## src/hdl/sst_ram.sv

```systemverilog
// Generic single-write, single-read RAM with registered read data.
// No dependencies.
module sst_ram #(
  parameter int unsigned WIDTH = 8,
  parameter int unsigned DEPTH = 64
) (
  input  logic                     clk,
  input  logic                     we,
  input  logic [$clog2(DEPTH)-1:0] waddr,
  input  logic [WIDTH-1:0]         wdata,
  input  logic                     re,
  input  logic [$clog2(DEPTH)-1:0] raddr,
  output logic [WIDTH-1:0]         rdata
);

  logic [WIDTH-1:0] mem [DEPTH];
  logic [WIDTH-1:0] rdata_r;

  always_ff @(posedge clk) begin
    if (we) begin
      mem[waddr] <= wdata;
    end
    if (re) begin
      rdata_r <= mem[raddr];
    end
  end

  assign rdata = rdata_r;

endmodule

```

## config.mk

```make
export PLATFORM = sky130hd
export DESIGN_NAME = sst_ram
export DESIGN_NICKNAME = d
export VERILOG_FILES = /design/src/hdl/sst_ram.sv
export SDC_FILE = /design/constraint.sdc
export NUM_CORES = 1
export LEC_CHECK = 0
export ABC_AREA = 1
export BUFFER_PORTS_ARGS = -buffer_cell sky130_fd_sc_hd__buf_2
export CORE_MARGIN = 2
export CORE_UTILIZATION = 55
export DETAILED_ROUTE_END_ITERATION = 6
export PLACE_DENSITY = 0.68
export SLEW_MARGIN = 20
export SYNTH_ARGS = -nofsm -noshare
export SYNTH_HDL_FRONTEND = slang
export SYNTH_SLANG_ARGS = --single-unit
```

## constraint.sdc

```tcl
create_clock -name clk -period 6.05 [get_ports clk]
set_input_delay 1.21 -clock clk [delete_from_list [all_inputs] [get_ports clk]]
set_output_delay 1.21 -clock clk [all_outputs]
set_load 0.02 [all_outputs]
```

## Word-level counts from Yosys, hierarchy flattened

Memory sizes are Yosys's and may differ from the RTL's. A register that Yosys moved wholly into a read port is not among the register bits.
Index checks and enable logic that the tools add are counted.

- Memories: 1
- Output and inout port bits: 8
- Logic and storage cells: 3
- Bits in writable memories: 512
- Bits in registers: 0
- Input bits: 23

Memory list:

| memory | depth | bits a word | rd ports | clocked after Yosys merged registers in | wr ports | RTL line | text |
|---|---|---|---|---|---|---|---|
| mem | 64 | 8 | 1 | 1 | 1 | 16 | `logic [WIDTH-1:0] mem [DEPTH];` |

- Mux-type cells: 2

Operator list:

| operator | count |
|---|---|
| 1-bit 2-to-1 mux | 2 |

## Logic depth before layout (Yosys ltp)

- Depth in word-level cells: 2
- Gate-level depth with buffers: 12
- Mapped depth without buffers: 9

## Worst setup path after synthesis

No wires, ideal clock.

- Kind: input-to-reg
- Start point: input we
- End point: memory mem[48][0], enable pin
- Data arrival time: 2.581 ns
- Stages on the path: 3
- Buffers on the path: 1
- Setup slack: 3.074 ns
- Library setup time: 0.395 ns
- Data required time: 5.655 ns
- Path through: clkbuf_1 > nand4_1 > nor4_1

- Cells in the longest elaborated chain, start to end: 2

Ends and longest elaborated chain:

| item | RTL line | text |
|---|---|---|
| start: declaration | 8 | `input logic we,` |
| 1-bit 2-to-1 mux | 20 | `if (we) begin` |
| 1-bit 2-to-1 mux (implied by the code) | 21 | `mem[waddr] <= wdata;` |
| end: declaration | 16 |  |

Every way passes these cells.

==> flow_summary.yaml <==
run_status:
  status: "complete, no violations"
yosys:
  synth.distinct_cells: 15
  syn_nets: 1828
  synthCells: 1805
  synth_warnings: 0
  ys_seq_area_frac: 0.729
  synth-seq-cells: 520
  syn_avg_cell_area_um2: 11.9
  syn_area_um2: 21400
power:
  p_leak_nw: 8.31
  power_density_nw_per_um2: 324
  vdd_drop_max_mv: 0.242
worst_setup_path:
  cp.depth: 10
  cp.arrival_ps: 3700
  crit_fanout: 75
  required_ps: 6520
  r2r_start: "mem[26][2]"
  max_stage_delay_ps: 620
  cp-endpoint: "rdata[1]"
  cp_num_buf_inv: 3
  reg2reg_setup_slack_ps: 4520
  cp-end-kind: "register"
  cp_common_cell: "nand3_1"
  crit_path_start_kind: "primary input"
  crit_path_top_delay_cell: "buf_4"
  crit_family: "buffers and inverters"
  ff2ff_path_depth: 8
  reg2reg_to: "rdata[2]"
  path_class: "primary input to register"
  crit_chain: "buf_4 -> inv_4 -> buf_12 -> nand3_1 -> nand3_1 -> nand2_1 -> nand2_1 -> nand3_1 -> nand3_1 -> nand2_1"
  setup.worst_path.start: "raddr[1]"
clock_tree:
  cts_hold_buffers: 0
  clkLatencyLatePin_ps: 600
  clock_sinks: 520
  cts_buffer_depth: 3
  htreeDepth: 2
  cts_setup_buffers: 0
  path_clk_slew_ps: 60
  cts_tree: "done"
  cts_resized: 0
  cts_buffers: 52
  root_buffer: "clkbuf_16"
global_route:
  grt_pass1_wl_mm: 79.1
  grt_overflow_total: 0
  grt_max_degree: 155
  grt_pass1_vias: 13274
  antenna_found_initial: 2
  track_usage: 0.258
timing:
  rsz0062_at_grt: "false"
  worst_slew_pin_slew_ps: 1090
  min_period_ps: 3230
  fmax_ghz: 0.310
  finalClockSkew_ps: 19.1
  setup_violations: 0
  slew_headroom: 0.271
  hold_viol_final: 0
  period_share: 0.534
  tns_ps: 0
  slew_viol_final: 0
min_path:
  min_from: "mem[60][1]"
  min_path_cells: 8
  worstHoldPathType: "register to register"
floorplan:
  dieArea_um2: 40500
  die_w_um: 201
  pin_count: 31
  core_area_um2: 38600
  start_util: 0.556
  die_y_um: 201
  row_count: 72
finish:
  final_area_um2: 23300
  finalNonFillerCells: 2360
  layout.nets: 1824
  fillers: 3130
  area_delta_synth_final_pct: 8.60
  drive_gt1_frac: 0.0695
  diodes: 0
  final_util: 0.603
placed_design:
  dpl.cell_count: 2265
  post_dp_cell_area_um2: 21600
  place_hpwl_mm: 28.5
  port_buffers: 30
  gp_congestion: 0.898
drt:
  via_per_inst: 5.82
  drt_iter0_drc: 1543
  wire_per_inst_um: 21.9
  first_pass_iters: 5
  wl_mm: 51.6
  via_count: 13728
  drtAntennaViolNets: 0
  drc_errors: 0
job:
  maxCapViolCount: 0
## cell type report
type | count | area, um2 | area share
Clock inverter | 32 | 251 | 0.0108
Tap cell | 518 | 648 | 0.0279
Timing Repair Buffer | 55 | 384 | 0.0165
Multi-Input combinational cell | 1160 | 4950 | 0.213
Inverter | 12 | 52.6 | 0.00226
Clock buffer | 63 | 1360 | 0.0586
Sequential cell | 520 | 15600 | 0.671
## per-stage QoR
step / hold slack (ps) / power [W] / setup WS, ps
after global placement: 861 / 0.00452 / 2240
final: 877 / 0.00754 / 2820
after floorplan: 797 / 0.00436 / 3070
after detailed placement: 874 / 0.00453 / 2270
after CTS: 889 / 0.00757 / 2900
after global routing: 956 / 0.00776 / 2710
## cell usage in the layout, fill, tap and decap left out
cell / n
buf_2: 28
clkbuf_16: 53
clkinv_1: 15
edfxtp_1: 520
buf_12: 3
nor4_1: 8
clkinv_2: 10
nor2_1: 56
clkbuf_1: 10
clkinvlp_4: 1
bufinv_16: 4
inv_4: 1
inv_6: 3
nand2_1: 648
nand4_1: 9
nand3_1: 439
inv_1: 9
buf_6: 1
buf_4: 23
inv_2: 1
## layer usage
metal  track usage  wire length (um)  vias to the layer above
met5             0                 8                        -
met3        0.0455              4350                      117
met2         0.390             23300                      641
met1         0.369             21700                     6619
li1              -                 -                     6349
met4         0.119              2260                        2
## sequential cells by signal, summed over array words and instances, names as in the netlist
name,cells
mem,512
rdata,8
## synthesized netlist by cell type
| library cell | instances | area share |
|---|---|---|
| nor4_1 | 8 | 0.0023 |
| edfxtp_1 | 520 | 0.73 |
| nand4_1 | 9 | 0.0026 |
| clkbuf_1 | 15 | 0.0026 |
| inv_1 | 10 | 0.0018 |
| nand3_1 | 439 | 0.10 |
| buf_4 | 14 | 0.0049 |
| inv_6 | 1 | 0.00041 |
| buf_2 | 37 | 0.0086 |
| buf_1 | 10 | 0.0018 |
| inv_2 | 1 | 0.00018 |
| nor2_1 | 56 | 0.0098 |
| buf_8 | 2 | 0.0014 |
| nand2_1 | 648 | 0.11 |
| buf_6 | 35 | 0.018 |
## tightest hold or removal path: cells and delay by family, from the launching register on
| family | cells | cell delay, ps |
|---|---|---|
| DFF | 1 | 320 |
| and+or+nand+nor | 8 | 460 |
## report_power, final
part	switching [W]	internal, W	total, W
sequential	0.0000143	0.00400	0.00401
combinational	0.000343	0.000105	0.000448
clock	0.00131	0.00177	0.00308
## cells by family (layout without fill, tap and decap cells)
| group | Yosys count | count (layout) | synth area share |
|---|---|---|---|
| simple gates | 1160 | 1160 | 0.231 |
| flops | 520 | 520 | 0.729 |
| buf+inv | 125 | 162 | 0.0401 |
## how the worst min path moves through the flow
stage,endpoint
2_1_floorplan,rdata[0]
3_3_place_gp,rdata[0]
3_5_place_dp,rdata[0]
4_1_cts,rdata[0]
5_1_grt,rdata[1]
6_report,rdata[1]
Note: power is estimated with default switching activity, not from simulation.
