[src/hdl/sst_pkg.sv]
// Shared types and constants for the station sighting table.
// Used by sst_update and station_sighting_table; no dependencies.
package sst_pkg;

  localparam int unsigned ENTRIES_DEF = 64;
  localparam int unsigned ID_W        = 40;
  localparam int unsigned CHAN_W      = 8;
  localparam int unsigned LEVEL_W     = 8;
  localparam int unsigned TIME_W      = 32;
  localparam int unsigned COUNT_W     = 32;
  localparam int unsigned INDEX_W     = 6;

  localparam logic [COUNT_W-1:0] COUNT_MAX = '1;
  localparam logic [COUNT_W-1:0] COUNT_ONE = COUNT_W'(1);

  // one slot of the table, all fields but the identity
  typedef struct packed {
    logic [CHAN_W-1:0]  channel;
    logic [LEVEL_W-1:0] level;
    logic [TIME_W-1:0]  first_ts;
    logic [TIME_W-1:0]  last_ts;
    logic [COUNT_W-1:0] count;
  } sst_rec_t;

  localparam int unsigned REC_W = $bits(sst_rec_t);

  // report fields carried through the search
  typedef struct packed {
    logic [CHAN_W-1:0]  channel;
    logic [LEVEL_W-1:0] level;
    logic [TIME_W-1:0]  now;
  } sst_rpt_t;

  // result of a known-station update
  typedef struct packed {
    logic              moved;
    logic [CHAN_W-1:0] prev_channel;
  } sst_hit_t;

  typedef enum logic [1:0] {
    ST_IDLE = 2'b01,
    ST_SCAN = 2'b10
  } sst_state_t;

endpackage

[src/hdl/sst_update.sv]
// Slot update arithmetic: refresh of a known station and a fresh slot.
// Depends on sst_pkg.
module sst_update (
  input  sst_pkg::sst_rec_t old_rec,
  input  sst_pkg::sst_rpt_t rpt,
  output sst_pkg::sst_rec_t upd_rec,
  output sst_pkg::sst_rec_t new_rec,
  output sst_pkg::sst_hit_t hit_info
);

  always_comb begin
    upd_rec            = old_rec;
    upd_rec.channel    = rpt.channel;
    upd_rec.level      = rpt.level;
    upd_rec.last_ts    = rpt.now;
    // saturating sighting count
    if (old_rec.count != sst_pkg::COUNT_MAX) begin
      upd_rec.count = old_rec.count + sst_pkg::COUNT_ONE;
    end

    new_rec.channel    = rpt.channel;
    new_rec.level      = rpt.level;
    new_rec.first_ts   = rpt.now;
    new_rec.last_ts    = rpt.now;
    new_rec.count      = sst_pkg::COUNT_ONE;

    hit_info.moved        = (old_rec.channel != rpt.channel);
    hit_info.prev_channel = old_rec.channel;
  end

endmodule
[config.mk]
export PLATFORM = sky130hd
export DESIGN_NAME = sst_update
export DESIGN_NICKNAME = d
export VERILOG_FILES = /design/src/hdl/sst_pkg.sv /design/src/hdl/sst_update.sv
export SDC_FILE = /design/constraint.sdc
export NUM_CORES = 1
export LEC_CHECK = 0
export ABC_AREA = 1
export ABC_CLOCK_PERIOD_IN_PS = 2240
export BUFFER_PORTS_ARGS = -buffer_cell sky130_fd_sc_hd__buf_2
export CAP_MARGIN = 25
export CORE_AREA = 2 2 153 155
export DETAILED_ROUTE_END_ITERATION = 10
export DIE_AREA = 0 0 155 157
export PLACE_DENSITY_LB_ADDON = 0.2
export SYNTH_ARGS = -nofsm -noshare
export SYNTH_HDL_FRONTEND = slang
export SYNTH_SLANG_ARGS = --single-unit
export TNS_END_PERCENT = 100
[constraint.sdc]
create_clock -name vclk -period 2.24
set_clock_uncertainty 0.2 [all_clocks]
set_input_delay 0.224 -clock vclk [all_inputs]
set_output_delay 0.224 -clock vclk [all_outputs]
set_load 0.05 [all_outputs]
After elaboration in Yosys (flattened, before gate mapping)
Index checks and enable logic that the tools add are counted.
{"block": "totals", "output_inout_bits": 233, "ff_bits": 0}
{"block": "classes", "n_eq_ne": 2, "add_sub_neg": 1, "n_mux": 1}
{"cell": "32-bit by 1-bit adder with 32-bit output (second input constant)", "count": 1}
{"cell": "32-bit 2-to-1 mux", "count": 1}
{"cell": "32-bit inequality test (second input constant)", "count": 1}
{"cell": "8-bit inequality test", "count": 1}

Depth between registers and ports, before layout
{"block": "depth", "ltp_word": 2, "mapped_depth": 9, "depth_no_buf": 8}

Least setup slack after synthesis
OpenSTA, ideal clock, no wires.
{"block": "synth_timing", "path_kind": "input port to output port", "start": "input port old_rec[0] (netlist bit)", "end": "output port upd_rec[10] (netlist bit)", "arrival_time_ns": 1.512, "t_required_ns": 1.816, "slack_ns": 0.304, "cell_stages": 8, "path_buffers": 1, "cell_sequence": "ha_1 inv_2 nor2_4 nand2_4 nor2_4 nand2_4 buf_6 nand3_1"}
{"item": "start: declaration", "line": "sst_update.sv:4", "source": "input sst_pkg::sst_rec_t old_rec,"}
{"item": "end: declaration", "line": "sst_update.sv:6", "source": "output sst_pkg::sst_rec_t upd_rec,"}

==> flow_metrics.py <==
metrics = {
    "synth": {
        "syn_area_per_cell_um2": 5.81,
        "synthCells": 475,
        "syn_area_um2": 2760,
        "synth_cell_types": 18,
        "yosysWarnings": 0,
        "seq_area_frac_synth_pct": 0,
        "synth_top_area_cell": "buf_4",
        "synth.area.top_cells": "buf_4 54%, nand2_1 14%, nand3_1 8.9%",
        "netlist.area_leader.share_pct": 54.4,
    },
    "cells_and_area": {
        "final_area_um2": 2470,
        "final_cell_mix": "106 x nand2_1, 96 x buf_2, 53 x nor2_1",
        "clockBufferCount": 0,
        "area_delta_synth_final_pct": -10.5,
        "seq_cell_count": 0,
        "nets": 581,
        "mostFrequentLayoutCell": "nand2_1",
        "drive_above_1_share_pct": 32.5,
        "seqCellArea_um2": 0,
    },
    "global_route": {
        "antenna_found_initial": 4,
        "grt_busiest_layer": "met2",
        "grt_use_met2_pct": 12.6,
        "grt_util_met1_pct": 7.82,
        "grt.met3_usage_pct": 2.53,
        "grtUsageTotal_pct": 7.10,
        "grt-ovfl-total": 0,
        "grt_pass1_wl_um": 13200,
        "grt_max_degree": 17,
        "grt_pass1_vias": 2189,
    },
    "worst_setup_path": {
        "critPathKind": "in -> out",
        "path_max_fanout": 4,
        "worstPathArrival_ps": 1590,
        "critPathCaptureType": "primary output",
        "crit_required_ps": 1820,
        "start_kind": "input port",
    },
    "timing": {
        "final_max_slew_viol_count": 0,
        "fmax_mhz": 496,
        "period_share_pct": 90.0,
        "rsz0062_at_grt": "false",
        "finalHoldViolCount": 0,
        "setup_viol_count_final": 0,
        "final.setup.tns_ps": 0,
        "min_period_ps": 2020,
    },
    "pwr": {
        "p_per_area_nw_per_um2": 244,
        "p_comb_share_pct": 100.0,
        "power.leakage_uw": 0.00124,
        "p_sw_uw": 462,
        "power.share.clock_pct": 0,
        "seqPwrFrac_pct": 0,
        "power_uw": 603,
        "ir_worst_vdd_mv": 0.0725,
        "swShare_pct": 76.7,
        "p_int_uw": 141,
    },
    "drt": {
        "drc": 0,
        "avgViaCountPerCell": 3.14,
        "drt_iter0_drc": 51,
        "via_count": 2214,
        "wire_per_inst_um": 13.2,
        "wl_um": 9300,
        "firstDrtPassIters": 4,
        "antenna_left": 0,
    },
    "run_status": {
        "status": "complete, no violations",
    },
    "placement": {
        "hpwl_um": 8470,
        "dpl_cell_area_um2": 2460,
        "numPortBuffers": 105,
        "gp_congestion": 0.731,
    },
    "floorplan": {
        "core_area_um2": 22500,
        "die_w_um": 155,
        "die_y_um": 157,
        "initial_core_util_pct": 12.3,
        "ios": 393,
        "die_area_um2": 24300,
        "core.rowCount": 55,
    },
    "cts": {
        "holdBufCountCts": 0,
        "cts_resized": 0,
        "cts_setup_buffers": 0,
    },
    "run": {
        "cap_violations": 0,
    },
    "hold_path": {
        "hold_class": "in -> out",
    },
}
[stage by stage]
step | setup slack, ps | util, % | std cells | hold WS (ps)
2_1_floorplan | 304 | - | 505 | 415
3_3_place_gp | 180 | 10.9 | 703 | 248
3_5_place_dp | 164 | 10.9 | 703 | 248
4_1_cts | 159 | 10.9 | 703 | 248
5_1_grt | 40.9 | 10.9 | 703 | 248
6_report | 223 | 11.0 | 706 | 248
[layout make-up]
type / instances / area [um2]
repair buffers: 116 / 768
diodes: 3 / 7.51
multi-input cells: 276 / 1240
fillers: 2688 / 20000
inverters: 26 / 97.6
well taps: 285 / 357
[logic make-up (layout without fill, tap and decap cells)]
kind of cell    count (synthesis)  count (layout)  share of synthesized area (%)
simple gates                  229             229                           36.4
buf+inv                       229             142                           59.2
xor+xnor                        9               9                           2.86
compound gates                  5               5                          0.906
other cells                     2              35                          0.272
fa+ha+maj                       1               1                          0.453
[metal layers]
layer	up-vias	share of wire (%)
li1	1120	-
met1	945	39
met2	103	49
met3	44	8.9
met4	2	3.4
met5	-	0.12
[cell usage after synthesis (all sizes together)]
cell type,count
buf,203
nand2,110
nor2,58
nand3,49
inv,26
or2,10
xor2,9
o21ai,4
conb,2
nand4,2
a21oi,1
ha,1
[final timing paths]
check | endpoint | depth (start not counted) | slack [ps] | from
max | upd_rec[28] | 11 | 220 | old_rec[0]
min | upd_rec[69] | 0 | 250 | old_rec[69]
[critical path, cell delays in order]
cell,delay [ps]
buf_2,90
ha_1,170
inv_2,70
nor2_4,130
buf_4,140
inv_1,70
nor2_1,240
nand2_1,80
nand2_1,60
nand3_1,120
buf_12,180
[power groups by stage]
stage	clock network, uW	logic (uW)	registers, uW
after global placement	0	610	0
after global routing	0	643	0
after floorplan	0	1180	0
final	0.000179	603	0
after CTS	0	611	0
after detailed placement	0	610	0
(Power assumes the default switching activity.)
